### src/sv/cgp_pkg.sv
`timescale 1ns / 1ps
`default_nettype none
// ----------------------------------------------------------------------------
// CGP window filter package
// Shared item type, gene and function codes, and the block function.
// ----------------------------------------------------------------------------
package cgp_pkg;

	localparam int WIN_N   = 9;
	localparam int SLOT_N  = 3;
	localparam int NODE_N  = 64;
	localparam int SRC_W   = 6;
	localparam int FN_W    = 5;
	localparam int IDX_W   = 7;
	localparam int PIX_W   = 8;

	typedef logic [PIX_W-1:0] pix_t;
	typedef logic [SRC_W-1:0] src_t;
	typedef logic [FN_W-1:0]  fn_t;

	localparam logic MODE_WRITE  = 1'b0;
	localparam logic MODE_FILTER = 1'b1;

	localparam int SLOT_A  = 0;
	localparam int SLOT_B  = 1;
	localparam int SLOT_FN = 2;

	localparam fn_t FN_ONES    = 5'd0;
	localparam fn_t FN_PASS    = 5'd1;
	localparam fn_t FN_NOT     = 5'd2;
	localparam fn_t FN_OR      = 5'd3;
	localparam fn_t FN_ORN     = 5'd4;
	localparam fn_t FN_AND     = 5'd5;
	localparam fn_t FN_NAND    = 5'd6;
	localparam fn_t FN_XOR     = 5'd7;
	localparam fn_t FN_SHR1    = 5'd8;
	localparam fn_t FN_SHR2    = 5'd9;
	localparam fn_t FN_SWAP    = 5'd10;
	localparam fn_t FN_ADD     = 5'd11;
	localparam fn_t FN_ADDS    = 5'd12;
	localparam fn_t FN_AVG     = 5'd13;
	localparam fn_t FN_MAX     = 5'd14;
	localparam fn_t FN_MIN     = 5'd15;
	localparam fn_t FN_DAMAGED = 5'd16;
	localparam fn_t FN_SAT     = 5'd31;

	// one beat through the column pipeline; node holds every source a gene can name
	typedef struct packed {
		logic                    mode;
		logic [IDX_W-1:0]        gene_index;
		src_t                    gene_value;
		pix_t [NODE_N-1:0]       node;
	} item_t;

	function automatic pix_t blk_fn(fn_t f, pix_t x, pix_t y);
		logic [PIX_W:0] sum;
		pix_t r;
		sum = {1'b0, x} + {1'b0, y};
		case (f)
			FN_ONES:    r = '1;
			FN_PASS:    r = x;
			FN_NOT:     r = ~x;
			FN_OR:      r = x | y;
			FN_ORN:     r = ~x | y;
			FN_AND:     r = x & y;
			FN_NAND:    r = ~(x & y);
			FN_XOR:     r = x ^ y;
			FN_SHR1:    r = x >> 1;
			FN_SHR2:    r = x >> 2;
			FN_SWAP:    r = {x[3:0], y[7:4]};
			FN_ADD:     r = sum[PIX_W-1:0];
			FN_ADDS:    r = sum[PIX_W] ? '1 : sum[PIX_W-1:0];
			FN_AVG:     r = sum[PIX_W:1];
			FN_MAX:     r = (x > y) ? x : y;
			FN_MIN:     r = (x < y) ? x : y;
			FN_DAMAGED: r = '0;
			default:    r = '0;
		endcase
		return r;
	endfunction

endpackage
`default_nettype wire

### src/sv/cgp_col.sv
`timescale 1ns / 1ps
`default_nettype none
// ----------------------------------------------------------------------------
// CGP column stage
// Holds the genes of one column, evaluates its blocks on a passing window
// and registers the beat; gene writes update this column as they pass.
// ----------------------------------------------------------------------------
module cgp_col #(
	parameter int COL  = 0,
	parameter int ROWS = 4
) (
	input  wire                 clk,
	input  wire                 arst_n,
	input  wire                 up_valid,
	output logic                up_ready,
	input  wire cgp_pkg::item_t up_item,
	output logic                dn_valid,
	input  wire                 dn_ready,
	output cgp_pkg::item_t      dn_item
);
	import cgp_pkg::*;

	localparam int NB  = WIN_N + COL * ROWS;

	src_t [ROWS-1:0] src_a_q;
	src_t [ROWS-1:0] src_b_q;
	fn_t  [ROWS-1:0] fn_q;
	pix_t [ROWS-1:0] res;
	logic            vld_s1;
	item_t           item_s1;
	item_t           nxt;
	logic            take;
	fn_t             fn_in;

	assign up_ready = !vld_s1 || dn_ready;
	assign take     = up_valid && up_ready;
	assign fn_in    = up_item.gene_value[SRC_W-1] ? FN_SAT : up_item.gene_value[FN_W-1:0];

	// sources at or beyond this column read zero
	always_comb begin
		for (int r = 0; r < ROWS; r++) begin
			res[r] = blk_fn(fn_q[r],
				(int'(src_a_q[r]) < NB) ? up_item.node[src_a_q[r]] : '0,
				(int'(src_b_q[r]) < NB) ? up_item.node[src_b_q[r]] : '0);
		end
	end

	always_comb begin
		nxt = up_item;
		for (int r = 0; r < ROWS; r++) begin
			if (NB + r < NODE_N) begin
				nxt.node[SRC_W'(NB + r)] = res[r];
			end
		end
	end

	always_ff @(posedge clk or negedge arst_n) begin
		if (!arst_n) begin
			src_a_q <= '0;
			src_b_q <= '0;
			fn_q    <= '0;
		end else if (take && up_item.mode == MODE_WRITE) begin
			for (int r = 0; r < ROWS; r++) begin
				if (int'(up_item.gene_index) == (COL * ROWS + r) * SLOT_N + SLOT_A) begin
					src_a_q[r] <= up_item.gene_value;
				end
				if (int'(up_item.gene_index) == (COL * ROWS + r) * SLOT_N + SLOT_B) begin
					src_b_q[r] <= up_item.gene_value;
				end
				if (int'(up_item.gene_index) == (COL * ROWS + r) * SLOT_N + SLOT_FN) begin
					fn_q[r] <= fn_in;
				end
			end
		end
	end

	always_ff @(posedge clk or negedge arst_n) begin
		if (!arst_n) begin
			vld_s1 <= 1'b0;
		end else if (up_ready) begin
			vld_s1 <= up_valid;
		end
	end

	always_ff @(posedge clk) begin
		if (take) begin
			item_s1 <= nxt;
		end
	end

	assign dn_valid = vld_s1;
	assign dn_item  = item_s1;

endmodule
`default_nettype wire

### config.mk
export PLATFORM = sky130hd
export DESIGN_NAME = cgp_col
export DESIGN_NICKNAME = d
export VERILOG_FILES = /design/src/sv/cgp_pkg.sv /design/src/sv/cgp_col.sv
export SDC_FILE = /design/constraint.sdc
export NUM_CORES = 2
export LEC_CHECK = 0
export BUFFER_PORTS_ARGS = -buffer_cell sky130_fd_sc_hd__buf_2
export CORE_AREA = 2 2 406 408
export DETAILED_ROUTE_END_ITERATION = 6
export DIE_AREA = 0 0 408 410
export SLEW_MARGIN = 20
export SYNTH_ARGS = -nofsm -noshare
export SYNTH_HDL_FRONTEND = slang
export SYNTH_SLANG_ARGS = --single-unit
### constraint.sdc
create_clock -name clk -period 28.5 [get_ports clk]
set_clock_uncertainty 0.1 [all_clocks]
set_input_delay 4.275 -clock clk [delete_from_list [all_inputs] [get_ports clk]]
set_output_delay 4.275 -clock clk [all_outputs]
set_load 0.02 [all_outputs]
# Word-level counts from Yosys, hierarchy flattened

Index checks and enable logic that the tools add are counted.

Input bits: 530
Register bits after elaboration: 595

$lt $le $gt $ge: 24
Muxes and demuxes: 41
Reductions and logical operators: 21
Bitwise logic cells: 25
Eq/ne operators: 71
Add/subtract/negate cells: 4

Operators with widths:

| cell                 | count |
|---|---|
| $pmux W8 S16         | 4 |
| $bmux W8 S6          | 8 |
| $mux W8              | 28 |
| $eq A5 B4 Y1 const B | 32 |
| $eq A5 B3 Y1 const B | 16 |
| $not A8 Y8           | 8 |
| $or A8 B8 Y8         | 8 |
| $lt A6 B7 Y1 const B | 8 |
| $lt A6 B4 Y1 const B | 8 |
| $eq A5 B2 Y1 const B | 8 |
| $add A8 B8 Y9        | 4 |
| $and A8 B8 Y8        | 4 |
| $gt A8 B8 Y1         | 4 |
| $lt A8 B8 Y1         | 4 |
| $xor A8 B8 Y8        | 4 |
| $eq A7 B4 Y1 const B | 4 |
| $eq A7 B5 Y1 const B | 4 |
| $reduce_and A2 Y1    | 12 |
| $eq A5 B1 Y1 const B | 4 |
| $logic_not A5 Y1     | 4 |
| $eq A7 B3 Y1 const B | 2 |
| $eq A7 B2 Y1 const B | 1 |
| $logic_not A7 Y1     | 1 |
| $mux W5              | 1 |
| 4 further kinds      | 5 |

# Logic depth before layout (Yosys ltp)

Depth after elaboration: 6
Depth in mapped cells: 20
Gate-level depth less buffers: 16

# Least setup slack after synthesis

No wires, ideal clock.

Kind: input to register
Start point: in dn_ready
End point: reg item_s1, in the netlist dn_item[0] (enable)
Slack: 12.741 ns
Setup time: 0.871 ns
Arrival time: 14.787 ns
Data required time: 27.529 ns
Stages on the path: 3
Path through: nand2b_1 nand2_1 inv_1

Longest elaborated chain between the ends: 2

RTL lines:

| what                 | line          | text |
|---|---|---|
| start, declared      | cgp_col.sv:18 | `input wire dn_ready,` |
| $logic_or A1 B1 Y1   | cgp_col.sv:35 | `assign up_ready = !vld_s1 \|\| dn_ready;` |
| $logic_and A1 B1 Y1  | cgp_col.sv:36 | `assign take = up_valid && up_ready;` |
| via take             | cgp_col.sv:32 | `logic take;` |
| end signal, assigned | cgp_col.sv:87 | `item_s1 <= nxt;` |
| end, declared        | cgp_col.sv:30 | `item_t item_s1;` |

The timed path passes the listed nets, and every way through them passes these cells.
A chain may end at the register's enable or synchronous reset.

# Worst setup path in the final report

Start point: in dn_ready
End point: out up_ready

Longest elaborated chain between the ends: 1

RTL lines:

| what               | line          | text |
|---|---|---|
| $logic_or A1 B1 Y1 | cgp_col.sv:35 |  |
| end, declared      | cgp_col.sv:15 | `output logic up_ready,` |

No other way between the ends.

==> run metrics <==
PostCTS Resize Cnt=0; IO Port Bufs=1057; # clock sinks=595; Buf+Inv Stages, Crit Path=2; critical path's slowest cell=buf_2; drt drc=0; cell with the most instances on the worst path=buf_2; minimum clock period=9.08 ns; Register Area=17500 um2; Tot GR Track Use=22.7%; vias=28600; First DRT Iteration DRCs=3652; Ys Warns=0; Final HPWL DP=163 mm; Remaining Overflow, GRT=0; clock buffer depth=3; delay of the slowest critical-path stage=0.17 ns; total die area=167000 um2; CTS Hold Buffers Added=0; number of library cell types mapped by synthesis=102; post-CTS setup buffer count=0; top cells by area, synth=edfxtp_1 48%, mux4_2 16%, dfrtp_1 5.3%; EDFF count, synth=526; number of synthesized register bits=595; largest net degree at the start of global routing=144; critical path arrival=4.71 ns; Die Wd=408 um; vias in the first global route=27000; Hold Fails Final Rpt=0; kind of cell adding the most delay to the critical path=buffers and inverters; FFs w/ async S/R, synth=11.6%; initial core utilization=20.0%; CTS Buf Count=75; final core occ=26.3%; VDD IR-drop max=0.0453 mV; status=complete, no violations; Static Leak=16.3 nW; area share of the largest cell type after synthesis=48.4%; dpl ws=19.42 ns; FP Rows=149; RSZ-0062 raised after global routing=false; Worst-Margin Slew=1.12 ns; routability cong.=1.01; worst hold slack=0.408 ns; I/O pins=1058; later-pin clock latency in the skew report=0.70 ns; Total Wirelength=197 mm; share of post-route cells with drive strength above 1=45.6%; Root Buffer=clkbuf_16; Required @ worst endpoint=24.12 ns; Vias/cell=5.01; synthesized area per cell=13.9 um2; critical-path cell list=buf_2, nand2b_1, buf_2; fin crit share=31.9%; crit path kind=input pin to output port; Area growth syn-to-layout=31.9%; Mapped Area=32600 um2; cells after synthesis=2352; CP startpoint kind=input pin; crit path max fanout=3; Nets=3985; Fill cells=17100; Worst setup EP type=output port; post-synth top area cell=edfxtp_1; setup TNS=0 ns; initial antenna violation count=144; PnR worst setup slack=19.42 ns; post-route ant nets=0; Relative slew margins=25.4%; footprint of the multi-input gates=14200 um2; fmax=0.110 GHz; H-Tree Depth=3; Die Y=410 um; min-delay worst type=register to register; TritonCTS clock tree=built; max-slew violations=0; main flop type after synthesis=edfxtp_1; core area=163000 um2; Reg clk slew, reported paths=0.06 ns; maxcap violations=0; Syn Nets=2946; total iterations of the first detailed-routing run=5; PwrDens=60.4 nW/um2; DR WL/cell=34.4 um; Seq/Total Area, Yosys=53.7%; first-pass GRT wire length=257 mm; final setup fails=0
==> through the flow <==
stage / instances / cell area (um2) / power (mW)
6_report: 5708 / 43100 / 2.60
2_1_floorplan: 2352 / 32600 / 1.39
3_5_place_dp: 5503 / 40400 / 1.64
3_3_place_gp: 5503 / 40400 / 1.63
5_1_grt: 5678 / 43000 / 2.70
4_1_cts: 5643 / 42900 / 2.62
==> cell usage after synthesis (all sizes together) (18+ instances only) <==
library cell and instances:
o22ai 30, ha 60, nor2b 36, o221ai 27, nor3 50, and2 26
mux4 237, clkbuf 82, mux2i 78, a31oi 18, nand3 47, edfxtp 526
dfrtp 69, inv 86, a211oi 29, o21ai 87, o211ai 27, nand2b 26
nand2 163, xnor2 18, mux2 61, nor2 131, a21oi 114, buf 61
==> worst reg2reg max path: cells and delay by family (launching register included) <==
family	cells	cell delay, ns
simple gates	3	1.30
mux	1	0.19
fa+ha+maj	1	0.37
compound gates	8	2.30
flops	1	0.59
buf+inv	2	0.65
==> placed cells by master, fill, tap and decap left out, types with 11 or more instances in the layout <==
cell type	instances
clkbuf_1	12
nand2_1	163
mux2_2	59
o211ai_1	27
or3_1	12
nor4_1	15
ha_1	60
nand2b_1	26
a22oi_1	13
xor2_1	11
o221ai_1	27
diode_2	65
clkinv_2	15
nand3_1	47
inv_1	82
a31oi_1	18
xnor2_1	18
a21o_1	15
a21oi_1	110
o21a_1	11
nor2_1	130
edfxtp_1	526
or2_2	15
nand3b_1	12
a211oi_1	25
and2_1	25
o22ai_1	29
nor2b_1	36
buf_2	1057
a221o_1	11
dfrtp_1	63
buf_4	47
mux2i_1	78
o21ai_0	75
mux4_2	232
nor3_1	49
clkbuf_16	78
==> power by group <==
group	switching (mW)	internal (mW)	total [mW]
combinational	0.380	0.195	0.575
clock	0.428	0.549	0.977
sequential	0.0354	1.01	1.05
==> sequential cells by signal, indices dropped and copies added, names as in the netlist <==
name      flops
dn_item     526
dn_valid      1
fn_q         20
src_a_q      24
src_b_q      24
==> area by class of cell <==
type	count	area share (%)
antenna	65	0.378
clock buffer	91	4.67
clock inverter	49	1.09
inverter	86	0.767
multi-input combinational	1528	32.9
sequential	595	40.7
tap	2189	6.36
timing repair buffer	1105	13.2
==> path summary, 6_finish.rpt <==
kind | start | endpoint | slack, ns | cells after the start
max | dn_ready | up_ready | 19.42 | 3
min | src_b_q[22]$_DFFE_PN0P_ | src_b_q[22]$_DFFE_PN0P_ | 0.41 | 1
max reg2reg | src_a_q[6]$_DFFE_PN0P_ | dn_item[87]$_DFFE_PP_ | 22.72 | 15
min reg2reg | src_b_q[22]$_DFFE_PN0P_ | src_b_q[22]$_DFFE_PN0P_ | 0.41 | 1
max in group asynchronous | arst_n | src_a_q[12]$_DFFE_PN0P_ | 23.85 | 2
min in group asynchronous | arst_n | src_a_q[9]$_DFFE_PN0P_ | 3.75 | 2
==> logic make-up after synthesis <==
logic type | count (synthesis) | synth area share, %
flip-flops | 595 | 53.7
buffers and inverters | 229 | 3.04
AND/OR/NAND/NOR | 580 | 8.79
multiplexers | 376 | 20.9
adder cells (fa/ha/maj) | 64 | 2.54
XOR/XNOR | 30 | 0.862
AO/OA/AOI/OAI | 478 | 10.2
==> metal layers <==
metal  part of all wire (%)  vias to the layer above  track usage, %
met5                   0.23                        -               0
met4                    4.5                       68            9.11
met3                     13                      506            10.6
met2                     46                     2060            35.8
met1                     36                    14300            26.8
li1                       -                    11600               -
Note: power is estimated with default switching activity, not from simulation.
