===== config.mk =====
export PLATFORM = sky130hd
export DESIGN_NAME = cgp_out
export DESIGN_NICKNAME = d
export VERILOG_FILES = /design/src/sv/cgp_pkg.sv /design/src/sv/cgp_out.sv
export SDC_FILE = /design/constraint.sdc
export NUM_CORES = 1
export LEC_CHECK = 0
export ABC_AREA = 1
export ABC_CLOCK_PERIOD_IN_PS = 4650
export BUFFER_PORTS_ARGS = -buffer_cell sky130_fd_sc_hd__clkbuf_2
export CAP_MARGIN = 20
export CELL_PAD_IN_SITES_DETAIL_PLACEMENT = 1
export CELL_PAD_IN_SITES_GLOBAL_PLACEMENT = 2
export CORE_AREA = 3 3 212 214
export DETAILED_ROUTE_END_ITERATION = 12
export DIE_AREA = 0 0 215 217
export GPL_TIMING_DRIVEN = 0
export PLACE_DENSITY = 0.69
export SLEW_MARGIN = 10
export SYNTH_ARGS = -nofsm -noshare
export SYNTH_HDL_FRONTEND = slang
export SYNTH_SLANG_ARGS = --single-unit

===== constraint.sdc =====
create_clock -name clk -period 4.65 [get_ports clk]
set_clock_uncertainty 0.2 [all_clocks]
set_input_delay 0.465 -clock clk [delete_from_list [all_inputs] [get_ports clk]]
set_output_delay 0.465 -clock clk [all_outputs]
set_load 0.05 [all_outputs]

===== src/sv/cgp_pkg.sv =====
`timescale 1ns / 1ps
`default_nettype none
// ----------------------------------------------------------------------------
// CGP window filter package
// Shared item type, gene and function codes, and the block function.
// ----------------------------------------------------------------------------
package cgp_pkg;

	localparam int WIN_N   = 9;
	localparam int SLOT_N  = 3;
	localparam int NODE_N  = 64;
	localparam int SRC_W   = 6;
	localparam int FN_W    = 5;
	localparam int IDX_W   = 7;
	localparam int PIX_W   = 8;

	typedef logic [PIX_W-1:0] pix_t;
	typedef logic [SRC_W-1:0] src_t;
	typedef logic [FN_W-1:0]  fn_t;

	localparam logic MODE_WRITE  = 1'b0;
	localparam logic MODE_FILTER = 1'b1;

	localparam int SLOT_A  = 0;
	localparam int SLOT_B  = 1;
	localparam int SLOT_FN = 2;

	localparam fn_t FN_ONES    = 5'd0;
	localparam fn_t FN_PASS    = 5'd1;
	localparam fn_t FN_NOT     = 5'd2;
	localparam fn_t FN_OR      = 5'd3;
	localparam fn_t FN_ORN     = 5'd4;
	localparam fn_t FN_AND     = 5'd5;
	localparam fn_t FN_NAND    = 5'd6;
	localparam fn_t FN_XOR     = 5'd7;
	localparam fn_t FN_SHR1    = 5'd8;
	localparam fn_t FN_SHR2    = 5'd9;
	localparam fn_t FN_SWAP    = 5'd10;
	localparam fn_t FN_ADD     = 5'd11;
	localparam fn_t FN_ADDS    = 5'd12;
	localparam fn_t FN_AVG     = 5'd13;
	localparam fn_t FN_MAX     = 5'd14;
	localparam fn_t FN_MIN     = 5'd15;
	localparam fn_t FN_DAMAGED = 5'd16;
	localparam fn_t FN_SAT     = 5'd31;

	// one beat through the column pipeline; node holds every source a gene can name
	typedef struct packed {
		logic                    mode;
		logic [IDX_W-1:0]        gene_index;
		src_t                    gene_value;
		pix_t [NODE_N-1:0]       node;
	} item_t;

	function automatic pix_t blk_fn(fn_t f, pix_t x, pix_t y);
		logic [PIX_W:0] sum;
		pix_t r;
		sum = {1'b0, x} + {1'b0, y};
		case (f)
			FN_ONES:    r = '1;
			FN_PASS:    r = x;
			FN_NOT:     r = ~x;
			FN_OR:      r = x | y;
			FN_ORN:     r = ~x | y;
			FN_AND:     r = x & y;
			FN_NAND:    r = ~(x & y);
			FN_XOR:     r = x ^ y;
			FN_SHR1:    r = x >> 1;
			FN_SHR2:    r = x >> 2;
			FN_SWAP:    r = {x[3:0], y[7:4]};
			FN_ADD:     r = sum[PIX_W-1:0];
			FN_ADDS:    r = sum[PIX_W] ? '1 : sum[PIX_W-1:0];
			FN_AVG:     r = sum[PIX_W:1];
			FN_MAX:     r = (x > y) ? x : y;
			FN_MIN:     r = (x < y) ? x : y;
			FN_DAMAGED: r = '0;
			default:    r = '0;
		endcase
		return r;
	endfunction

endpackage
`default_nettype wire


===== src/sv/cgp_out.sv =====
`timescale 1ns / 1ps
`default_nettype none
// ----------------------------------------------------------------------------
// CGP output stage
// Holds the output gene, picks the circuit result for filter beats and
// drops gene-write beats after applying an output gene write.
// ----------------------------------------------------------------------------
module cgp_out #(
	parameter int BLOCKS = 32
) (
	input  wire                 clk,
	input  wire                 arst_n,
	input  wire                 up_valid,
	output logic                up_ready,
	input  wire cgp_pkg::item_t up_item,
	output logic                dn_valid,
	input  wire                 dn_ready,
	output cgp_pkg::pix_t       dn_pixel
);
	import cgp_pkg::*;

	src_t  out_gene_q;
	logic  vld_s1;
	pix_t  pix_s1;
	logic  take;

	assign up_ready = !vld_s1 || dn_ready;
	assign take     = up_valid && up_ready;

	always_ff @(posedge clk or negedge arst_n) begin
		if (!arst_n) begin
			out_gene_q <= '0;
		end else if (take && up_item.mode == MODE_WRITE
				&& int'(up_item.gene_index) == BLOCKS * SLOT_N) begin
			out_gene_q <= up_item.gene_value;
		end
	end

	always_ff @(posedge clk or negedge arst_n) begin
		if (!arst_n) begin
			vld_s1 <= 1'b0;
		end else if (up_ready) begin
			vld_s1 <= up_valid && up_item.mode == MODE_FILTER;
		end
	end

	always_ff @(posedge clk) begin
		if (take) begin
			pix_s1 <= (int'(out_gene_q) < WIN_N + BLOCKS) ? up_item.node[out_gene_q] : '0;
		end
	end

	assign dn_valid = vld_s1;
	assign dn_pixel = pix_s1;

endmodule
`default_nettype wire


Word-level counts from Yosys, hierarchy flattened
Index checks and enable logic that the tools add are counted.
W data, S select, Z words.
{"block": "op_classes", "magnitude_cmp": 2, "n_eq_ne": 1, "n_mux": 2, "bitwise": 1, "n_reduce_logical": 6}
{"operator": "$bmux W8 S6", "count": 1}
{"operator": "$mux W8", "count": 1}
{"operator": "$eq A7 B6 Y1 const B", "count": 1}
{"operator": "$lt A6 B7 Y1 const B", "count": 1}
{"operator": "$lt A6 B6 Y1 const B", "count": 1}
{"operator": "$logic_and A1 B1 Y1", "count": 4}
{"operator": "$logic_not A1 Y1", "count": 1}
{"operator": "$logic_or A1 B1 Y1", "count": 1}
{"operator": "$not A1 Y1", "count": 1}
{"block": "word_totals", "ff_bits": 15, "out_inout_bits": 10, "elab_cells": 15}

Logic depth before layout (Yosys ltp)
Gate-level depths: netlist of run 1.
{"block": "logic_depth", "ltp_word": 5, "depth_mapped": 13}

Worst setup path after synthesis of run 1
OpenSTA, ideal clock, no wires.
{"block": "synth_timing", "path_type": "register to register", "from": "register vld_s1, in the netlist dn_valid", "to": "register out_gene_q[1]", "arrival_time_ns": 1.908, "required_time_ns": 4.372, "path_slack_ns": 2.465, "path_stages_with_launch": 8, "path_buffers": 1, "synth_period_minus_slack_ns": 2.185, "cell_sequence": "dfrtp_1 > nand2_1 > nand2_1 > inv_1 > nand3_1 > clkbuf_1 > nor2_1 > a21oi_1"}
{"block": "synth_via", "elab_chain_len": 5}
{"element": "from (decl)", "line_no": "cgp_out.sv:23", "rtl": "logic vld_s1;"}
{"element": "from (signal assigned)", "line_no": "cgp_out.sv:41", "rtl": "vld_s1 <= 1'b0;"}
{"element": "from (signal assigned)", "line_no": "cgp_out.sv:43", "rtl": "vld_s1 <= up_valid && up_item.mode == MODE_FILTER;"}
{"element": "$logic_not A1 Y1", "line_no": "cgp_out.sv:27", "rtl": "assign up_ready = !vld_s1 || dn_ready;"}
{"element": "$logic_or A1 B1 Y1", "line_no": "cgp_out.sv:27"}
{"element": "via up_ready", "line_no": "cgp_out.sv:14", "rtl": "output logic up_ready,"}
{"element": "$logic_and A1 B1 Y1", "line_no": "cgp_out.sv:28", "rtl": "assign take = up_valid && up_ready;"}
{"element": "via take", "line_no": "cgp_out.sv:25", "rtl": "logic take;"}
{"element": "$logic_and A1 B1 Y1", "line_no": "cgp_out.sv:33", "rtl": "end else if (take && up_item.mode == MODE_WRITE"}
{"element": "$logic_and A1 B1 Y1", "line_no": "cgp_out.sv:34", "rtl": "&& int'(up_item.gene_index) == BLOCKS * SLOT_N) begin"}
{"element": "to (signal assigned)", "line_no": "cgp_out.sv:35", "rtl": "out_gene_q <= up_item.gene_value;"}
{"element": "to (decl)", "line_no": "cgp_out.sv:22", "rtl": "src_t out_gene_q;"}
The timed path passes the listed nets, and every way through them passes these cells.
A chain may end at the register's enable or synchronous reset.

Final worst setup path of run 1
{"block": "layout_timing", "from": "register out_gene_q[5]", "to": "register pix_s1[7], in the netlist dn_pixel[7] (data pin)"}
{"block": "layout_via", "elab_chain_len": 2, "word_cells_on_any_way": 3, "classes_between": "order compare (1); mux (2)"}
{"element": "$bmux W8 S6", "line_no": "cgp_out.sv:49", "rtl": "pix_s1 <= (int'(out_gene_q) < WIN_N + BLOCKS) ? up_item.node[out_gene_q] : '0;"}
{"element": "$mux W8 (not written as such)", "line_no": "cgp_out.sv:49"}
{"element": "to (signal assigned)", "line_no": "cgp_out.sv:49"}
{"element": "to (decl)", "line_no": "cgp_out.sv:24", "rtl": "pix_t pix_s1;"}
Parallel ways exist; a longest one is shown, timed or not. The select of a mux whose other input is x is not followed.

==> qor.tcl, run 1 <==
set qor(run_status) {complete, no violations}
set qor(cts_root_buf) {sky130_fd_sc_hd__clkbuf_16}
set qor(number_of_antenna_violations_at_the_first_check_in_global_routing) 14
set qor(ctsResizeCount) 0
set qor(hold-path-cell-count) 3
set qor(syn_area_per_cell_um2) 4.57
set qor(flow.area_growth_from_synthesis_pct) 59.3
set qor(timing.critical_path.slowest_cell_delay_ns) 0.84
set qor(top_ff_cell_synth) {sky130_fd_sc_hd__edfxtp_1}
set qor(vdd.ir_drop.worst_mv) 0.0999
set qor(groute.usage.overall) 0.161
set qor(critPathLaunchType) {register}
set qor(cts_sinks) 15
set qor(cts.reportedPaths.clkPinSlew_ns) 0.06
set qor(finalWorstPathRequiredPeriod_ns) 2.54
set qor(p_per_area_nw_per_um2) 121
set qor(critical_register_to_register_path_endpoint) {dn_pixel[7]$_SDFFCE_PP0P_}
set qor(pin_count_of_the_biggest_net_entering_global_routing) 11
set qor(synth_enable_flop_cells) 8
set qor(critical_path.slowest_cell) {sky130_fd_sc_hd__nor2_1}
set qor(grt_pass1_wl_um) 54200
set qor(synth.yosys.seq_area_share) 0.0943
set qor(vias_per_instance) 3.78
set qor(hold_path_startpoint) {up_item[525]}
set qor(cts_tree) {done}
set qor(crit_arrival_ns) 2.36
set qor(drive_gt1_frac) 0.311
set qor(fin_total_pwr_uw) 848
set qor(layout.filler_cells) 5720
set qor(core_um2) 43100
set qor(ff2ff_setup_slack_ns) 2.11
set qor(die_h_um) 217
set qor(clock_insertion_delay_worst_skew_ns) 0.26
set qor(design.final.nets) 1854
set qor(synth_cell_types) 22
set qor(io_buffer_count) 355
set qor(postRouteWirelength_um) 38900
set qor(hpwl_um) 33300
set qor(gpl.final_weighted_congestion) 0.792
set qor(postSynth.asyncResetShare) 0.467
set qor(slew_headroom) 0.324
set qor(timing_worst_slew_pin_value_ns) 1.01
set qor(buffer_levels_on_the_longest_clock_path) 2
set qor(min_path_type) {primary input to register}
set qor(yosys_register_bits) 15
set qor(worst_setup_path_end_kind) {register}
set qor(critical_path_buf_inv_count) 1
set qor(critical_path_depth) 7
set qor(synth-warning-count) 0
set qor(floorplan.io_pins) 540
set qor(hold_end) {dn_valid$_DFFE_PN0N_}
set qor(fp.dieW_um) 215
set qor(initialDrtViolationCount) 330
set qor(post_synth_inst_count) 963
set qor(achievable-frequency_mhz) 393
set qor(final_max_slew_viol_count) 0
set qor(length_in_cells_of_the_worst_reg_to_reg_path) 7
set qor(cts_buffers) 3
set qor(worst_ep_required_time_ns) 4.46
set qor(drt_pass1_iterations) 4
set qor(mapped_area_um2) 4410
set qor(fp.dieArea_um2) 46700
set qor(tns_ns) 0
set qor(synth_nets) 1493
set qor(initial_utilization) 0.102
set qor(route.detailed.drc) 0
set qor(critical_path_class) {register to register}
set qor(finalSetupViolations) 0
set qor(first_global_vias) 7955
set qor(cts-htree-levels) 1
set qor(grt_setup_unrepaired) {no}
set qor(worstPathCellList) {clkbuf_1, nor2_1, nand2_1, nor2_1, nand2_1, nand2_1, nor2_1}
set qor(dr_total_vias) 7239
set qor(grt-ovfl-total) 0
set qor(drv_cap) 0
set qor(ant_nets) 0
set qor(crit_path_max_fo) 8
set qor(per_cell_routed_wire_length_um) 20.3
set qor(path_delay_family) {simple AND/OR/NAND/NOR gates}
set qor(placement_rows) 76
set qor(worst_r2r_startpoint) {out_gene_q[5]$_DFFE_PN0P_}
set qor(total_leakage_power_nw) 4.15
set qor(final_hold_viol_count) 0
set qor(final.period_utilization) 0.547
[routing by layer]
metal / share of wire / wire length (µm) / GRT usage
met1: 0.45 / 17400 / 0.206
met2: 0.49 / 18800 / 0.289
met3: 0.058 / 2250 / 0.0314
met4: 0.0051 / 199 / 0.0165
met5: 0.0033 / 130 / 0
[flip-flops by register name (all words and copies together) (netlist names)]
signal      cells
dn_pixel        8
out_gene_q      6
dn_valid        1
[power by group]
part	internal [mW]	switching (mW)	leakage (nW)
clock network	0.115	0.0631	0.0409
registers	0.148	0.00284	0.147
logic	0.202	0.316	3.96
total	0.466	0.382	4.15
[synthesized netlist by cell type, types with 6 or more instances]
library cell | number | share of area
sky130_fd_sc_hd__buf_2 | 24 | 0.027
sky130_fd_sc_hd__buf_6 | 6 | 0.015
sky130_fd_sc_hd__o211ai_1 | 8 | 0.014
sky130_fd_sc_hd__inv_1 | 120 | 0.10
sky130_fd_sc_hd__o21ai_0 | 55 | 0.062
sky130_fd_sc_hd__nand3_1 | 102 | 0.12
sky130_fd_sc_hd__edfxtp_1 | 8 | 0.055
sky130_fd_sc_hd__a21oi_1 | 33 | 0.037
sky130_fd_sc_hd__dfrtp_1 | 7 | 0.040
sky130_fd_sc_hd__nor2_1 | 142 | 0.12
sky130_fd_sc_hd__buf_4 | 16 | 0.027
sky130_fd_sc_hd__nand2_1 | 412 | 0.35
sky130_fd_sc_hd__clkbuf_1 | 13 | 0.011
[worst max-delay path by stage]
stage                         startpoint                   endpoint  slack [ns]
2_1_floorplan       dn_valid$_DFFE_PN0N_  out_gene_q[1]$_DFFE_PN0P_        2.46
3_3_place_gp   out_gene_q[2]$_DFFE_PN0P_  dn_pixel[5]$_SDFFCE_PP0P_        2.02
3_5_place_dp   out_gene_q[3]$_DFFE_PN0P_  dn_pixel[4]$_SDFFCE_PP0P_        2.02
4_1_cts        out_gene_q[3]$_DFFE_PN0P_  dn_pixel[3]$_SDFFCE_PP0P_        2.00
5_1_grt        out_gene_q[3]$_DFFE_PN0P_  dn_pixel[4]$_SDFFCE_PP0P_        1.92
6_report       out_gene_q[5]$_DFFE_PN0P_  dn_pixel[7]$_SDFFCE_PP0P_        2.11
[logic make-up (layout without fill, tap and decap cells)]
logic type	after synthesis	in the layout	share of synthesized area
compound gates	101	101	0.120
buf+inv	184	544	0.188
flops	15	15	0.0943
other cells	0	6	0
simple gates	663	663	0.598
[layout make-up]
class / count / area, µm² / share of cell area
inverters: 122 / 460 / 0.0656
flip-flops and latches: 15 / 415 / 0.0592
plain buffers: 62 / 368 / 0.0524
multi-input cells: 764 / 3160 / 0.450
clock buffers: 3 / 75.1 / 0.0107
well taps: 585 / 732 / 0.104
repair buffers: 356 / 1790 / 0.255
clock inverters: 1 / 5.00 / 0.000713
diodes: 6 / 15.0 / 0.00214
[repair_timing]
item / CTS / global route
endpoints found under the hold margin: 7 / 0
hold buffers: 1 / 0
buffers inserted: 0 / 0
[tightest hold or removal path, stage by stage]
cell	delay [ns]
sky130_fd_sc_hd__clkbuf_2	0.09
sky130_fd_sc_hd__nand2_1	0.04
sky130_fd_sc_hd__nand2_1	0.06
[metrics by stage]
| stage | hold slack [ns] | instances | area, µm² | setup WS (ns) | util |
|---|---|---|---|---|---|
| 6_report | 0.243 | 1914 | 7020 | 2.11 | 0.163 |
| 2_1_floorplan | -0.0306 | 963 | 4410 | 2.46 | - |
| 4_1_cts | 0.242 | 1908 | 7000 | 2.00 | 0.163 |
| 3_5_place_dp | 0.124 | 1903 | 6910 | 2.02 | 0.161 |
| 3_3_place_gp | 0.123 | 1903 | 6910 | 2.02 | 0.161 |
| 5_1_grt | 0.261 | 1911 | 7010 | 1.92 | 0.163 |
[cells in the final DEF (no fill, tap or decap)]
| master | netlist | layout |
|---|---|---|
| sky130_fd_sc_hd__nor3_1 | 1 | 1 |
| sky130_fd_sc_hd__diode_2 | 0 | 6 |
| sky130_fd_sc_hd__clkbuf_1 | 13 | 13 |
| sky130_fd_sc_hd__buf_4 | 16 | 16 |
| sky130_fd_sc_hd__buf_2 | 24 | 24 |
| sky130_fd_sc_hd__dfrtp_1 | 7 | 7 |
| sky130_fd_sc_hd__clkinv_2 | 0 | 1 |
| sky130_fd_sc_hd__edfxtp_1 | 8 | 8 |
| sky130_fd_sc_hd__clkbuf_2 | 0 | 355 |
| sky130_fd_sc_hd__buf_1 | 3 | 3 |
| sky130_fd_sc_hd__o211ai_1 | 8 | 8 |
| sky130_fd_sc_hd__o22ai_1 | 3 | 3 |
| sky130_fd_sc_hd__buf_6 | 6 | 6 |
| sky130_fd_sc_hd__nand2_1 | 412 | 412 |
| sky130_fd_sc_hd__nand3_1 | 102 | 102 |
| sky130_fd_sc_hd__nor2_2 | 2 | 2 |
| sky130_fd_sc_hd__or2_2 | 3 | 3 |
| sky130_fd_sc_hd__nor2_1 | 142 | 142 |
| sky130_fd_sc_hd__inv_2 | 1 | 1 |
| sky130_fd_sc_hd__nor4_1 | 1 | 1 |
| sky130_fd_sc_hd__dlygate4sd3_1 | 0 | 1 |
| sky130_fd_sc_hd__inv_4 | 1 | 1 |
| sky130_fd_sc_hd__o21ai_0 | 55 | 55 |
| sky130_fd_sc_hd__a21oi_1 | 33 | 33 |
| sky130_fd_sc_hd__o21ai_1 | 2 | 2 |
| sky130_fd_sc_hd__inv_1 | 120 | 120 |
| sky130_fd_sc_hd__clkbuf_16 | 0 | 3 |
Note: power is estimated with default switching activity, not from simulation.
==> run 2, diff against run 1 <==
Settings changed: ABC_CLOCK_PERIOD_IN_PS 4650 to 2300, CORE_AREA 3 3 212 214 to 3 3 211 213, DIE_AREA 0 0 215 217 to 0 0 214 216, PLACE_DENSITY 0.69 to 0.72.
Clock period 4.65 ns to 2.3 ns, I/O delays scaled along.
==> qor.tcl, run 2 (synthesis gave the netlist of run 1 again) <==
set qor(ant_nets) 0
set qor(critical_path_buf_inv_count) 4
set qor(min_path_type) {primary input to register}
set qor(finalWorstPathRequiredPeriod_ns) 2.21
set qor(grt_setup_unrepaired) {yes}
set qor(internal_power_uw) 963
set qor(layout.area.seq_um2) 415
set qor(hold_path_startpoint) {up_item[525]}
set qor(gpl.final_weighted_congestion) 0.795
set qor(layout.filler_cells) 5626
set qor(flow.area_growth_from_synthesis_pct) 63.8
set qor(vias_per_instance) 3.77
set qor(critical_path_class) {register to register}
set qor(per_cell_routed_wire_length_um) 19.9
set qor(final.period_utilization) 0.959
set qor(path_delay_family) {simple AND/OR/NAND/NOR gates}
set qor(cts-htree-levels) 1
set qor(crit_top_cell) {sky130_fd_sc_hd__nand2_1}
set qor(critPathLaunchType) {register}
set qor(die_h_um) 216
set qor(largest_register_ff_count) 8
set qor(timing_worst_slew_pin_value_ns) 0.649
set qor(cts_buffers) 3
set qor(hold_slack_ns) 0.0140
set qor(worstPathCellList) {buf_2, inv_1, nand2_1, inv_1, nand2_1, nor2_1, nand2_1, inv_1, nand2_1, nand2_1, nand2_1, nor2_1}
set qor(vdd.ir_drop.worst_mv) 0.194
set qor(core_um2) 42900
set qor(power.share.sequential) 0.176
set qor(layout_commonest_cell) {sky130_fd_sc_hd__nand2_1}
set qor(clockPowerShare) 0.207
set qor(p_per_area_nw_per_um2) 240
set qor(crit_path_max_fo) 8
set qor(fp.dieW_um) 214
set qor(final_max_slew_viol_count) 0
set qor(worst_r2r_startpoint) {out_gene_q[4]$_DFFE_PN0P_}
set qor(design.final.nets) 1858
set qor(finalSetupViolations) 0
set qor(placement_rows) 76
set qor(io_buffer_count) 355
set qor(post-place-ws_ns) -0.353
set qor(dr_total_vias) 7240
set qor(cts_tree) {done}
set qor(route.detailed.drc) 0
set qor(design_area_um2) 7210
set qor(slew_headroom) 0.567
set qor(worst_ep_required_time_ns) 2.11
set qor(groute.usage.overall) 0.159
set qor(drt_pass1_iterations) 4
set qor(power.share.combinational) 0.617
set qor(initialDrtViolationCount) 297
set qor(grt-ovfl-total) 0
set qor(clock_insertion_delay_worst_skew_ns) 0.25
set qor(buffer_levels_on_the_longest_clock_path) 2
set qor(final_core_utilization) 0.168
set qor(cts_root_buf) {sky130_fd_sc_hd__clkbuf_16}
set qor(critical_path.slowest_cell) {sky130_fd_sc_hd__dfrtp_1}
set qor(number_of_antenna_violations_at_the_first_check_in_global_routing) 10
set qor(fp.dieArea_um2) 46200
set qor(cts.reportedPaths.clkPinSlew_ns) 0.06
set qor(hpwl_um) 32800
set qor(first_global_vias) 7825
set qor(placed_cells_incl_taps) 1903
set qor(detailed_place.area_um2) 6910
set qor(grt_pass1_wl_um) 53300
set qor(total_leakage_power_nw) 4.22
set qor(final_hold_viol_count) 0
set qor(run_status) {complete, no violations}
set qor(worst_setup_path_end_kind) {register}
set qor(drive_gt1_frac) 0.333
set qor(worst_setup_path_startpoint) {out_gene_q[4]$_DFFE_PN0P_}
set qor(crit_arrival_ns) 2.01
set qor(mostFrequentLayoutCells) {sky130_fd_sc_hd__nand2_1 (409), sky130_fd_sc_hd__clkbuf_2 (364), sky130_fd_sc_hd__nor2_1 (130), sky130_fd_sc_hd__inv_1 (120), sky130_fd_sc_hd__nand3_1 (101)}
set qor(power_switching_share) 0.444
set qor(setup_ws_post_layout_ns) 0.0949
set qor(drv_cap) 0
set qor(multi_input_comb_area_um2) 3220
set qor(pin_count_of_the_biggest_net_entering_global_routing) 11
set qor(post_layout_nonfiller_instances) 1918
set qor(cts_sinks) 15
set qor(initial_utilization) 0.103
set qor(achievable-frequency_mhz) 453
set qor(p_sw_uw) 769
set qor(floorplan.io_pins) 540
set qor(postRouteWirelength_um) 38200
set qor(timing.critical_path.slowest_cell_delay_ns) 0.31
## run 2: cell count changes in the layout (fill, tap and decap cells not counted), moves of 3 or more
cell and change:
sky130_fd_sc_hd__nor2_1 -12, sky130_fd_sc_hd__clkbuf_2 +9, sky130_fd_sc_hd__clkbuf_4 +7, sky130_fd_sc_hd__nand2_1 -3, sky130_fd_sc_hd__clkbuf_1 -7, sky130_fd_sc_hd__buf_6 +10
sky130_fd_sc_hd__nand2_2 +3, sky130_fd_sc_hd__nor2_2 +10, sky130_fd_sc_hd__buf_2 -14
## run 2: power groups by stage
| stage | combinational, mW | sequential (mW) | clock, mW |
|---|---|---|---|
| after CTS | 1.08 | 0.305 | 0.372 |
| final | 1.07 | 0.304 | 0.359 |
| after global placement | 1.06 | 0.309 | 0 |
| after floorplan | 0.439 | 0.343 | 0 |
| after detailed placement | 1.07 | 0.310 | 0 |
| after global routing | 1.20 | 0.305 | 0.386 |
## run 2: timing repair
| action | 4_1_cts | 5_1_grt |
|---|---|---|
| hold endpoints to repair | 7 | 0 |
| pin swaps | 0 | 6 |
| endpoints found under the setup margin | 8 | 8 |
| buffers inserted | 0 | 4 |
| resized for setup | 17 | 52 |
| hold buffers | 1 | 0 |
## run 2: cell type report
cell class / count / area share
multi-input combinational: 764 / 0.446
timing repair buffer: 360 / 0.252
tap: 585 / 0.101
buffer: 62 / 0.0659
inverter: 122 / 0.0642
sequential: 15 / 0.0576
clock buffer: 4 / 0.0109
antenna: 6 / 0.00208
## run 2: worst paths after layout
kind | endpoint | depth (start not counted) | slack (ns)
max | dn_pixel[1]$_SDFFCE_PP0P_ | 12 | 0.09
min | dn_valid$_DFFE_PN0N_ | 3 | 0.01
max reg2reg | dn_pixel[1]$_SDFFCE_PP0P_ | 12 | 0.09
min reg2reg | dn_valid$_DFFE_PN0N_ | 2 | 0.33
max in group asynchronous | out_gene_q[2]$_DFFE_PN0P_ | 2 | 1.56
min in group asynchronous | out_gene_q[4]$_DFFE_PN0P_ | 2 | 0.16
## run 2: routing by layer
layer	track usage	share of wire	vias up
met4	0.0239	0.010	12
met5	0	0.0022	-
met1	0.202	0.44	3268
li1	-	-	3683
met3	0.0303	0.063	30
met2	0.286	0.49	247
## run 2: worst register-to-register path: cells and delay by family (launching register included)
kind	cells	cell delay (ns)
simple gates	8	0.74
buf+inv	4	0.71
flops	1	0.31
## run 2: stage by stage
| stage | power [mW] | setup TNS [ns] |
|---|---|---|
| after floorplan | 0.782 | 0 |
| after global placement | 1.37 | -2.02 |
| after detailed placement | 1.38 | -2.05 |
| after CTS | 1.76 | -0.0113 |
| after global routing | 1.90 | -0.0319 |
| final | 1.73 | 0 |
==> run 3, diff against run 2 <==
Settings changed: ABC_CLOCK_PERIOD_IN_PS 2300 to 2100, CORE_AREA 3 3 211 213 to 3 3 208 210, DIE_AREA 0 0 214 216 to 0 0 211 213, PLACE_DENSITY 0.72 to 0.71.
Clock period 2.3 ns to 2.1 ns, I/O delays scaled along.
==> qor.tcl, run 3 (synthesis gave the netlist of run 1 again) <==
set qor(dr_total_vias) 7345
set qor(clock_insertion_delay_worst_skew_ns) 0.25
set qor(layout.filler_cells) 5434
set qor(design.final.nets) 1869
set qor(fp.dieW_um) 211
set qor(grt_setup_unrepaired) {yes}
set qor(cts_sinks) 15
set qor(final.period_utilization) 0.999
set qor(worstPathCellList) {buf_8, clkinv_8, buf_16, buf_12, nand2_2, nand3_2, nand2_2, nand2_2, nand2_2, nor2_4, nand2_1, nand2_2, nor2_1}
set qor(p_per_area_nw_per_um2) 259
set qor(number_of_antenna_violations_at_the_first_check_in_global_routing) 7
set qor(tns_ns) 0
set qor(drv_cap) 0
set qor(run_status) {complete, no violations}
set qor(hpwl_um) 32600
set qor(flow.area_growth_from_synthesis_pct) 79.7
set qor(vias_per_instance) 3.90
set qor(cts.reportedPaths.clkPinSlew_ns) 0.06
set qor(vdd.ir_drop.worst_mv) 0.195
set qor(first_global_vias) 7921
set qor(drive_gt1_frac) 0.419
set qor(postRouteWirelength_um) 38800
set qor(slew_headroom) 0.650
set qor(layout_commonest_cell) {sky130_fd_sc_hd__clkbuf_2}
set qor(groute.usage.overall) 0.164
set qor(achievable-frequency_mhz) 477
set qor(grt_pass1_wl_um) 52700
set qor(post_layout_nonfiller_instances) 1884
set qor(cts_buffers) 3
set qor(worst_setup_path_end_kind) {register}
set qor(drt_pass1_iterations) 4
set qor(cts_tree) {done}
set qor(cts-htree-levels) 1
set qor(core_um2) 41800
set qor(design_area_um2) 7920
set qor(mostFrequentLayoutCells) {sky130_fd_sc_hd__clkbuf_2 (364), sky130_fd_sc_hd__nand2_1 (355), sky130_fd_sc_hd__nor2_1 (118), sky130_fd_sc_hd__inv_1 (117), sky130_fd_sc_hd__nand3_1 (78)}
set qor(total_leakage_power_nw) 4.50
set qor(buffer_levels_on_the_longest_clock_path) 2
set qor(timing_worst_slew_pin_value_ns) 0.524
set qor(fp.dieArea_um2) 44900
set qor(per_cell_routed_wire_length_um) 20.6
set qor(detailed_place.area_um2) 6860
set qor(critical_path.slowest_cell) {sky130_fd_sc_hd__dfrtp_1}
set qor(cts_root_buf) {sky130_fd_sc_hd__clkbuf_16}
set qor(finalSetupViolations) 0
set qor(crit_top_cell) {sky130_fd_sc_hd__nand2_2}
set qor(hold_slack_ns) 0.00939
set qor(ant_nets) 0
set qor(critPathLaunchType) {register}
set qor(final_max_slew_viol_count) 0
set qor(largest_register_ff_count) 8
set qor(io_buffer_count) 355
set qor(pin_count_of_the_biggest_net_entering_global_routing) 11
set qor(timing.critical_path.slowest_cell_delay_ns) 0.38
set qor(grt-ovfl-total) 0
set qor(placement_rows) 75
set qor(initial_utilization) 0.105
set qor(placed_cells_incl_taps) 1857
set qor(min_path_type) {primary input to register}
set qor(die_h_um) 213
set qor(initialDrtViolationCount) 254
set qor(gpl.final_weighted_congestion) 0.824
set qor(route.detailed.drc) 0
set qor(worst_ep_required_time_ns) 1.90
set qor(crit_path_max_fo) 8
set qor(finalWorstPathRequiredPeriod_ns) 2.10
set qor(ff2ff_setup_slack_ns) 0.001
set qor(final_hold_viol_count) 0
set qor(floorplan.io_pins) 540
set qor(crit_arrival_ns) 1.90
set qor(critical_path_class) {register to register}
-- run 3: cell types whose count changed in the layout (fill, tap and decap cells not counted), moves of 15 or more --
| cell | delta |
|---|---|
| sky130_fd_sc_hd__nand3_2 | +23 |
| sky130_fd_sc_hd__nand2_2 | +47 |
| sky130_fd_sc_hd__nand2_1 | -54 |
| sky130_fd_sc_hd__nand3_1 | -23 |
| sky130_fd_sc_hd__o21ai_1 | +15 |
| sky130_fd_sc_hd__o21ai_0 | -20 |
-- run 3: power breakdown --
| group | internal, mW | switching [mW] | leakage, nW |
|---|---|---|---|
| logic | 0.555 | 0.772 | 4.31 |
| clock network | 0.255 | 0.138 | 0.0409 |
| registers | 0.328 | 0.00572 | 0.147 |
| total | 1.14 | 0.915 | 4.50 |
-- run 3: area by class of cell --
class,count,area (µm²),area share
clock inverter,1,5.00,0.000632
buffer,62,628,0.0793
antenna,7,17.5,0.00221
tap,539,674,0.0852
sequential,15,415,0.0525
multi-input combinational,764,3640,0.459
clock buffer,3,75.1,0.00948
timing repair buffer,371,1990,0.251
inverter,122,477,0.0602
-- run 3: timing repair --
action | CTS | global route
resized for setup | 122 | 130
pin swaps | 13 | 52
hold endpoints to repair | 8 | 0
endpoints found under the setup margin | 8 | 8
setup buffers | 5 | 4
hold buffers | 3 | 0
gates cloned | 1 | 3
-- run 3: per-layer routing --
layer | wire length (µm) | global-route usage
met3 | 1840 | 0.0273
met1 | 17400 | 0.207
met2 | 19200 | 0.301
met4 | 313 | 0.0173
met5 | 24 | 0
-- run 3: critical path, delay by kind of cell, from the launching register on --
family,cells,cell delay (ns)
buf+inv,4,0.56
flops,1,0.38
simple gates,9,0.70
-- run 3: final timing paths --
check                      depth (start not counted)                 startpoint                        end
setup / recovery                                  13  out_gene_q[0]$_DFFE_PN0P_  dn_pixel[3]$_SDFFCE_PP0P_
hold / removal                                     3               up_item[514]  out_gene_q[2]$_DFFE_PN0P_
setup reg to reg                                  13  out_gene_q[0]$_DFFE_PN0P_  dn_pixel[3]$_SDFFCE_PP0P_
hold reg to reg                                    2       dn_valid$_DFFE_PN0N_       dn_valid$_DFFE_PN0N_
max in group asynchronous                          2                     arst_n  out_gene_q[1]$_DFFE_PN0P_
min in group asynchronous                          2                     arst_n  out_gene_q[4]$_DFFE_PN0P_
-- run 3: through the flow --
| step | total power, mW | setup WS [ns] | utilization |
|---|---|---|---|
| finish | 2.05 | 0.00137 | 0.190 |
| floorplan | 0.857 | 0.0751 | - |
| global placement | 1.50 | -0.673 | 0.164 |
| global route | 2.21 | -0.0665 | 0.189 |
| detailed placement | 1.51 | -0.621 | 0.164 |
| CTS | 1.99 | -0.0348 | 0.177 |
